--- src/rtl/cabq_pkg.sv ---
// Package for the channel-state amplitude and bar quantizer.
// Holds the sequencer state type, fixed field widths and the bar level function.
// No dependencies.
package cabq_pkg;

	localparam int AMP_W       = 7;
	localparam int IDX_W       = 6;
	localparam int BAR_IDX_W   = 5;
	localparam int LEVEL_W     = 3;
	localparam int SAMPLE_W    = 8;
	localparam int MAG_W       = 16;
	localparam int ROOT_STEPS  = 8;
	localparam int STEP_W      = 3;

	localparam logic [AMP_W-1:0]   AMP_MAX   = 7'd127;
	localparam logic [LEVEL_W-1:0] LEVEL_MAX = 3'd4;
	localparam logic [MAG_W-1:0]   ROOT_BIT_INIT = 16'h4000;

	// smallest avg that reaches each level: ceil(k * AMP_MAX / LEVEL_MAX)
	localparam logic [AMP_W-1:0] LEVEL1_MIN =
		AMP_W'((1 * int'(AMP_MAX) + int'(LEVEL_MAX) - 1) / int'(LEVEL_MAX));
	localparam logic [AMP_W-1:0] LEVEL2_MIN =
		AMP_W'((2 * int'(AMP_MAX) + int'(LEVEL_MAX) - 1) / int'(LEVEL_MAX));
	localparam logic [AMP_W-1:0] LEVEL3_MIN =
		AMP_W'((3 * int'(AMP_MAX) + int'(LEVEL_MAX) - 1) / int'(LEVEL_MAX));
	localparam logic [AMP_W-1:0] LEVEL4_MIN =
		AMP_W'((4 * int'(AMP_MAX) + int'(LEVEL_MAX) - 1) / int'(LEVEL_MAX));

	typedef enum logic [2:0] {
		ST_IDLE,
		ST_SQ_RE,
		ST_SQ_IM,
		ST_ROOT,
		ST_DONE
	} state_t;

	// floor(avg * LEVEL_MAX / AMP_MAX) as threshold compares, clamped at LEVEL_MAX
	function automatic logic [LEVEL_W-1:0] bar_level_f(input logic [AMP_W-1:0] avg);
		logic [LEVEL_W-1:0] lvl;
		lvl = '0;
		if (avg >= LEVEL1_MIN) lvl = LEVEL_W'(1);
		if (avg >= LEVEL2_MIN) lvl = LEVEL_W'(2);
		if (avg >= LEVEL3_MIN) lvl = LEVEL_W'(3);
		if (avg >= LEVEL4_MIN) lvl = LEVEL_MAX;
		return lvl;
	endfunction

endpackage

--- src/rtl/csi_amplitude_bar_quantizer.sv ---
// Top level of the channel-state amplitude and bar quantizer.
// Depends on cabq_pkg for the state type, widths and bar level function.
//
// Takes one subcarrier sample per item and returns its magnitude
// floor(sqrt(re^2 + im^2)) saturated at 127, its position in the frame and,
// on the second sample of each of the first BAR_COUNT pairs, a bar level 0..4.
// A captured sample passes through these steps from acceptance until its result
// sits in the output register: one 8x8 multiplier squares the two parts in turn,
// then one shared add/compare/subtract unit runs the 8-step digit-by-digit
// root, and the done state forms the bar level and loads the result. in_ready is
// low for that whole span and while a finished result waits for a full
// output register. A dropped sample (capture disabled, or past CARRIERS)
// is taken while the sequencer is idle and gives no result.
module csi_amplitude_bar_quantizer
	import cabq_pkg::*;
#(
	parameter int CARRIERS  = 52,
	parameter int BAR_COUNT = 20
) (
	input  logic                  clk,
	input  logic                  arst_n,
	input  logic                  capture_enable_we,
	input  logic                  capture_enable,
	input  logic                  in_valid,
	output logic                  in_ready,
	input  logic signed [SAMPLE_W-1:0] imag_part,
	input  logic signed [SAMPLE_W-1:0] real_part,
	input  logic                  frame_end,
	output logic                  out_valid,
	input  logic                  out_ready,
	output logic [AMP_W-1:0]      amplitude,
	output logic [IDX_W-1:0]      carrier_index,
	output logic                  bar_valid,
	output logic [BAR_IDX_W-1:0]  bar_index,
	output logic [LEVEL_W-1:0]    bar_level,
	output logic                  frame_last
);

	localparam int POS_W = $clog2(CARRIERS + 1);

	state_t state_q, state_d;

	logic                     capture_q;
	logic [POS_W-1:0]         pos_q;
	logic [AMP_W-1:0]         pair_q;

	logic signed [SAMPLE_W-1:0] im_q, re_q;
	logic                     fend_q;
	logic [POS_W-1:0]         item_pos_q;
	logic [MAG_W-1:0]         v_q, root_q, bit_q;
	logic [STEP_W-1:0]        step_q;

	logic                     take, start, deliver;
	logic                     pos_in_frame;
	logic signed [SAMPLE_W-1:0] sq_op;
	logic signed [MAG_W-1:0]  sq;
	logic [MAG_W:0]           trial;
	logic                     fits;
	logic [AMP_W-1:0]         amp;
	logic                     in_pairs;
	logic [AMP_W:0]           pair_sum;
	logic [AMP_W-1:0]         avg;

	logic                     out_valid_q;
	logic [AMP_W-1:0]         amplitude_q;
	logic [IDX_W-1:0]         carrier_index_q;
	logic                     bar_valid_q;
	logic [BAR_IDX_W-1:0]     bar_index_q;
	logic [LEVEL_W-1:0]       bar_level_q;
	logic                     frame_last_q;

	assign pos_in_frame = 32'(pos_q) < 32'(CARRIERS);

	always_comb begin
		state_d = state_q;
		case (state_q)
			ST_IDLE: begin
				if (in_valid && capture_q && pos_in_frame) state_d = ST_SQ_RE;
			end
			ST_SQ_RE: state_d = ST_SQ_IM;
			ST_SQ_IM: state_d = ST_ROOT;
			ST_ROOT: begin
				if (step_q == STEP_W'(ROOT_STEPS - 1)) state_d = ST_DONE;
			end
			ST_DONE: begin
				if (!out_valid_q || out_ready) state_d = ST_IDLE;
			end
			default: state_d = ST_IDLE;
		endcase
	end

	always_comb begin
		in_ready = (state_q == ST_IDLE);
		take     = in_valid && in_ready;
		start    = take && capture_q && pos_in_frame;
		deliver  = (state_q == ST_DONE) && (!out_valid_q || out_ready);
	end

	assign sq_op = (state_q == ST_SQ_RE) ? re_q : im_q;
	assign sq    = MAG_W'(sq_op * sq_op);
	assign trial = {1'b0, root_q} + {1'b0, bit_q};
	assign fits  = {1'b0, v_q} >= trial;

	assign amp      = (root_q >= MAG_W'(AMP_MAX)) ? AMP_MAX : root_q[AMP_W-1:0];
	assign in_pairs = 32'(item_pos_q) < 32'(2 * BAR_COUNT);
	assign pair_sum = {1'b0, pair_q} + {1'b0, amp};
	assign avg      = pair_sum[AMP_W:1];

	always_ff @(posedge clk or negedge arst_n) begin
		if (!arst_n) begin
			state_q   <= ST_IDLE;
			capture_q <= 1'b1;
			pos_q     <= '0;
			pair_q    <= '0;
			out_valid_q <= 1'b0;
		end else begin
			state_q <= state_d;
			if (capture_enable_we) capture_q <= capture_enable;
			if (take && capture_q) begin
				if (!pos_in_frame) begin
					if (frame_end) pos_q <= '0;
				end else begin
					pos_q <= frame_end ? '0 : pos_q + POS_W'(1);
				end
			end
			if (deliver && in_pairs && !item_pos_q[0]) pair_q <= amp;
			if (deliver) out_valid_q <= 1'b1;
			else if (out_ready) out_valid_q <= 1'b0;
		end
	end

	always_ff @(posedge clk) begin
		if (start) begin
			im_q       <= imag_part;
			re_q       <= real_part;
			fend_q     <= frame_end;
			item_pos_q <= pos_q;
		end
		case (state_q)
			ST_SQ_RE: v_q <= sq;
			ST_SQ_IM: begin
				v_q    <= v_q + sq;
				root_q <= '0;
				bit_q  <= ROOT_BIT_INIT;
				step_q <= '0;
			end
			ST_ROOT: begin
				if (fits) begin
					v_q    <= v_q - trial[MAG_W-1:0];
					root_q <= (root_q >> 1) + bit_q;
				end else begin
					root_q <= root_q >> 1;
				end
				bit_q  <= bit_q >> 2;
				step_q <= step_q + STEP_W'(1);
			end
			default: ;
		endcase
		if (deliver) begin
			amplitude_q     <= amp;
			carrier_index_q <= IDX_W'(item_pos_q);
			frame_last_q    <= fend_q;
			if (in_pairs && item_pos_q[0]) begin
				bar_valid_q <= 1'b1;
				bar_index_q <= BAR_IDX_W'(item_pos_q >> 1);
				bar_level_q <= bar_level_f(avg);
			end else begin
				bar_valid_q <= 1'b0;
				bar_index_q <= '0;
				bar_level_q <= '0;
			end
		end
	end

	assign out_valid     = out_valid_q;
	assign amplitude     = amplitude_q;
	assign carrier_index = carrier_index_q;
	assign bar_valid     = bar_valid_q;
	assign bar_index     = bar_index_q;
	assign bar_level     = bar_level_q;
	assign frame_last    = frame_last_q;

endmodule
--- config.mk ---
export PLATFORM = sky130hd
export DESIGN_NAME = csi_amplitude_bar_quantizer
export DESIGN_NICKNAME = d
export VERILOG_FILES = /design/src/rtl/cabq_pkg.sv /design/src/rtl/csi_amplitude_bar_quantizer.sv
export SDC_FILE = /design/constraint.sdc
export NUM_CORES = 1
export LEC_CHECK = 0
export ABC_AREA = 1
export BUFFER_PORTS_ARGS = -buffer_cell sky130_fd_sc_hd__buf_2
export CAP_MARGIN = 25
export CORE_MARGIN = 10
export CORE_UTILIZATION = 45
export CTS_CLUSTER_DIAMETER = 200
export DETAILED_ROUTE_END_ITERATION = 10
export HOLD_SLACK_MARGIN = 0.12
export PLACE_DENSITY = 0.67
export SLEW_MARGIN = 20
export SYNTH_ARGS = -nofsm -noshare
export SYNTH_HDL_FRONTEND = slang
export SYNTH_SLANG_ARGS = --single-unit
--- constraint.sdc ---
create_clock -name clk -period 8.95 [get_ports clk]
set_clock_uncertainty 0.15 [all_clocks]
set_input_delay 0.4475 -clock clk [delete_from_list [all_inputs] [get_ports clk]]
set_output_delay 0.4475 -clock clk [all_outputs]
set_load 0.005 [all_outputs]
# ---- After elaboration in Yosys (flattened, before gate mapping)
# Index checks and enable logic that the tools add are counted.
dict set report totals {
  register_bits 115
  input_bits 23
}
dict set report classes {
  addsub 7
  n_mul 1
  n_lt_le_gt_ge 8
  eq_ne 9
  muxes 22
  bitwise 1
  n_reduce_logical 21
}
# cell n
set op_table {}
lappend op_table {{16-bit one-hot mux with 2 select lines} 2}
lappend op_table {{16-bit one-hot mux with 3 select lines} 1}
lappend op_table {{16-bit 2-to-1 mux} 2}
lappend op_table {{7-bit >= comparator, second input constant} 3}
lappend op_table {{3-bit 2-to-1 mux} 6}
lappend op_table {{6-bit 2-to-1 mux} 3}
lappend op_table {{16-bit by 16-bit adder with 17-bit output} 1}
lappend op_table {{16-bit by 17-bit >= comparator with 1-bit output} 1}
lappend op_table {{15-bit by 16-bit adder with 16-bit output} 1}
lappend op_table {{16-bit adder} 1}
lappend op_table {{16-bit by 7-bit >= comparator with 1-bit output, second input constant} 1}
lappend op_table {{8-bit by 8-bit multiplier with 16-bit output} 1}
lappend op_table {{16-bit subtractor} 1}
lappend op_table {{3-bit one-hot mux with 5 select lines} 1}
lappend op_table {{6-bit < comparator, second input constant} 2}
lappend op_table {{1-bit logical AND} 9}
lappend op_table {{7-bit by 7-bit adder with 8-bit output} 1}
lappend op_table {{8-bit 2-to-1 mux} 1}
lappend op_table {{7-bit by 6-bit >= comparator with 1-bit output, second input constant} 1}
lappend op_table {{7-bit 2-to-1 mux} 1}
lappend op_table {{6-bit by 1-bit adder with 6-bit output, second input constant} 1}
lappend op_table {{3-bit by 2-bit equality test with 1-bit output, second input constant} 2}
lappend op_table {{3-bit equality test, second input constant} 2}
lappend op_table {{3-bit one-hot mux with 2 select lines} 1}
lappend op_table {{other kinds (14)} 23}

# ---- Logic depth before layout (Yosys ltp)
dict set report depth {
  word_depth 8
  ltp_mapped 43
  ltp_nobuf 43
}

# ---- Worst setup path before layout
# Ideal clock, no wire load.
dict set report synth_path {
  kind {register -> register}
  start {register state_q[1]}
  end {register v_q[15] (data pin)}
  setup_time_ps 254
  arrival_time_ps 6514
  t_required_ps 8546
  setup_slack_ps 2031
  stages_incl_launch_ff 38
  n_path_buf 1
  synth_period_minus_slack_ps 6919
  cell_sequence {dfrtp_1 -> inv_2 -> nand3_4 -> buf_2 -> o21ai_2 -> inv_1 -> nor2_1 -> inv_1 -> fa_1 -> inv_1 -> fa_1 -> fa_1 -> inv_1 -> fa_1 -> inv_1 -> ha_1 -> nand2_1 -> inv_1 -> [... 2 more ...] -> nand2_1 -> nand2_1 -> nor2_2 -> nand2_1 -> nand3_1 -> o21a_1 -> ha_1 -> a21o_1 -> nand2_1 -> nand2_1 -> a221oi_1 -> nand2_1 -> nand2_1 -> nand2_1 -> nand3_1 -> nand2_1 -> nand2_1 -> nand2_1}
}
dict set report synth_between {
  elab_chain_cells 5
}
# item line_no
set synth_rtl {}
lappend synth_rtl {{start, declared} csi_amplitude_bar_quantizer.sv:41} ;# state_t state_q, state_d;
lappend synth_rtl {{start signal, assigned} csi_amplitude_bar_quantizer.sv:117} ;# state_q <= state_d;
lappend synth_rtl {{3-bit by 1-bit equality test with 1-bit output} {csi_amplitude_bar_quantizer.sv:99, csi_amplitude_bar_quantizer.sv:139}}
lappend synth_rtl {{8-bit 2-to-1 mux} csi_amplitude_bar_quantizer.sv:99} ;# assign sq_op = (state_q == ST_SQ_RE) ? re_q : im_q;
lappend synth_rtl {{8-bit by 8-bit multiplier with 16-bit output} csi_amplitude_bar_quantizer.sv:100} ;# assign sq = MAG_W'(sq_op * sq_op);
lappend synth_rtl {{16-bit adder} csi_amplitude_bar_quantizer.sv:142} ;# v_q <= v_q + sq;
lappend synth_rtl {{16-bit one-hot mux with 3 select lines *} csi_amplitude_bar_quantizer.sv:139} ;# case (state_q)
lappend synth_rtl {{end signal, assigned} csi_amplitude_bar_quantizer.sv:140} ;# ST_SQ_RE: v_q <= sq;
lappend synth_rtl {{end signal, assigned} csi_amplitude_bar_quantizer.sv:142}
lappend synth_rtl {{end signal, assigned} csi_amplitude_bar_quantizer.sv:149} ;# v_q <= v_q - trial[MAG_W-1:0];
lappend synth_rtl {{end, declared} csi_amplitude_bar_quantizer.sv:50} ;# logic [MAG_W-1:0] v_q, root_q, bit_q;
# Every way passes the cells marked *; elsewhere a longest branch is shown, timed or not.
# A chain may end at the register's enable or synchronous reset.

# ---- Worst setup path in the final report
# Ends and elaborated chain as after synthesis.

==> summary.md <==
| Metric | Value |
|---|---|
| Core area | `20400 sq um` |
| Largest cells by area after synthesis | `edfxtp_1 (28%), ha_1 (12%), nand2_1 (11%)` |
| Total global-route track usage | `16.0%` |
| Post-route antenna net violation count | `0` |
| Final HPWL DP | `16300 um` |
| IO Pins | `48` |
| Distinct cells, synth | `52` |
| Routability cong. | `0.874` |
| Worst-case reg-to-reg path depth | `36` |
| Clock Sinks | `107` |
| Worst hold stages | `1` |
| Post-CTS resize count | `0` |
| Via count | `7613` |
| Largest net degree at the start of global routing | `46` |
| Max-Cap Viols | `0` |
| Row cnt | `52` |
| Post-Syn Area | `9450 sq um` |
| CTS tree | `built` |
| DR iter-0 viols | `420` |
| # DRC | `0` |
| Post-synth top area cell | `edfxtp_1` |
| Crit-path slowest cell | `fa_1` |
| DRT Wirelength | `20600 um` |
| Worst EP required | `8910 ps` |
| DIE WIDTH | `165 um` |
| DIE AREA | `27200 sq um` |
| Worst Hold Class | `in -> reg` |
| Commonest non-fill, non-tap cell in the layout | `nand2_1` |
| Initial core utilization | `46.3%` |
| Fin crit period | `7460 ps` |
| RSZ-0062 raised after global routing | `no` |
| Critical Path End Type | `flop` |
| Final Slew Violations | `0` |
| Input/output buffers | `47` |
| CP max stage delay | `690 ps` |
| Antenna violations before repair | `0` |
| Post-synth EDFFs | `89` |
| Primary FF master, synth | `edfxtp_1` |
| Antenna Cells | `0` |
| Critical path's top delay family | `adder cells` |
| YS warnings | `0` |
| Period utilisation layout | `83.3%` |
| Total CTS buffers | `9` |
| Most frequent cells in the layout | `nand2_1 (267), inv_1 (214), nor2_1 (113)` |
| Share of cells above drive strength 1 | `8.63%` |
| First-pass DRT Iterations | `5` |
| Final setup fails | `0` |
| Crit path DAT | `7420 ps` |
| Hold endpoint | `im_q[0]` |
| Critical R2R Capture | `v_q[15]` |
| Clk_lat worst skew | `360 ps` |
| Via-to-Cell Ratio | `5.04` |
| Vias in the first global route | `7510` |
| Syn_area_per_cell | `8.06 sq um` |
| Crit path top cell by count | `nand2_1` |
| Worst slack, placed | `1420 ps` |
| WL/cell | `13.6 um` |
| Clock buffer depth | `2` |
| Setup CP Type | `reg -> reg` |
| Gr ovfl total | `0` |
| Buf/Inv on CP | `7` |
| H-tree depth | `3` |
| Post-synthesis sequential area ratio | `33.1%` |
| Fin nets | `1388` |
| Slew HR | `50.1%` |
| Share of flip-flops with an asynchronous set or reset | `16.8%` |
| Synthesized flop and latch total | `107` |
| Worst-path maximum fanout | `17` |
| Post-synthesis cell count | `1173` |
| Setup TNS Final | `0 ps` |
| Die Height | `165 um` |
| Status | `completed` |
| Area Overhead vs Synth | `10.3%` |
| Clk slew on worst S/H paths | `70 ps` |
| Measured slew at the worst slew-check pin | `747 ps` |
| Peak Freq | `0.134 GHz` |
| Syn_nets | `1326` |
| R2R setup slack | `1490 ps` |
| Top cell type's share of synthesized area | `28.3%` |
| Final Hold Fails | `0` |
| Hold Startpoint | `imag_part[0]` |
| Hold Slack | `135 ps` |
| Crit path launch type | `flop` |
| Root buf cell | `clkbuf_16` |
| First-pass GRT wire length | `35600 um` |
| Final WS setup | `1490 ps` |
| R2R Path Start | `state_q[1]` |
[per-stage QoR]
| step | std cells | utilization [%] | cell area [sq um] |
|---|---|---|---|
| 3_3_place_gp | 1478 | 48.8 | 9970 |
| 5_1_grt | 1510 | 51.0 | 10400 |
| 4_1_cts | 1510 | 51.0 | 10400 |
| 6_report | 1510 | 51.0 | 10400 |
| 2_1_floorplan | 1173 | - | 9450 |
| 3_5_place_dp | 1479 | 48.9 | 9990 |
[metal layers]
layer / part of all wire, % / track usage [%] / vias to the layer above
met5: 0 / 0 / -
met4: 1.3 / 4.11 / 0
met3: 4.4 / 2.34 / 22
met2: 47 / 26.7 / 132
met1: 47 / 21.1 / 3533
li1: - / - / 3926
[worst register-to-register path: cells and delay by family (launching register included)]
kind / cells / cell delay, ps
fa+ha+maj: 6 / 2880
simple gates: 18 / 1720
compound gates: 5 / 1320
buf+inv: 7 / 750
flops: 1 / 410
[kinds of logic after synthesis]
logic type,after synthesis,share of synthesized area (%)
compound gates,151,9.19
xor+xnor,43,3.99
buf+inv,236,9.70
flops,107,33.1
fa+ha+maj,130,20.6
simple gates,505,23.3
mux,1,0.119
[timing repair]
action / in CTS / in global routing
endpoints found under the hold margin: 31 / 0
buffers inserted: 0 / 0
hold buffers: 15 / 0
[registers in the layout, indices dropped and copies added, names as in the netlist]
signal	flops
bar_level	3
step_q	3
re_q	8
fend_q	1
carrier_index	6
pair_q	7
v_q	16
frame_last	1
amplitude	7
bit_q	8
root_q	16
pos_q	6
bar_index	5
out_valid	1
capture_q	1
im_q	8
state_q	3
bar_valid	1
item_pos_q	6
[worst max-delay path by stage]
stage          startpoint      end  slack (ps)  cells past startpoint
2_1_floorplan  state_q[1]  v_q[15]        2030                     37
3_3_place_gp   state_q[1]  v_q[15]        1640                     36
3_5_place_dp   state_q[1]  v_q[15]        1420                     36
4_1_cts        state_q[1]  v_q[15]        1430                     36
5_1_grt        state_q[1]  v_q[15]         760                     36
6_report       state_q[1]  v_q[15]        1490                     36
[synthesized netlist by cell type, types with 4 or more instances]
library cell and instances:
edfxtp_1 89, xnor2_1 19, dfrtp_1 17, xor2_1 24, o21a_1 4, fa_1 43
ha_1 87, nor2_1 116, nand3b_1 4, o21ai_1 6, buf_2 4, nand3_1 64
clkbuf_1 7, inv_2 6, nand2_1 267, nor3_1 7, a21oi_1 55, or2_2 6
a31oi_1 16, nor4_1 4, inv_1 214, nand4_1 17, o21ai_0 46, nand2_4 5
[layout make-up]
| type | instances | area [sq um] |
|---|---|---|
| Timing Repair Buffer | 67 | 427 |
| Tap cell | 270 | 338 |
| Clock buffer | 13 | 240 |
| Sequential cell | 107 | 3120 |
| Fill cell | 1971 | 10000 |
| Multi-Input combinational cell | 830 | 5420 |
| Clock inverter | 3 | 46.3 |
| Inverter | 220 | 826 |
Power is not shown: default switching activity piles up to over one toggle a cycle in this logic, so the estimate is an artifact.
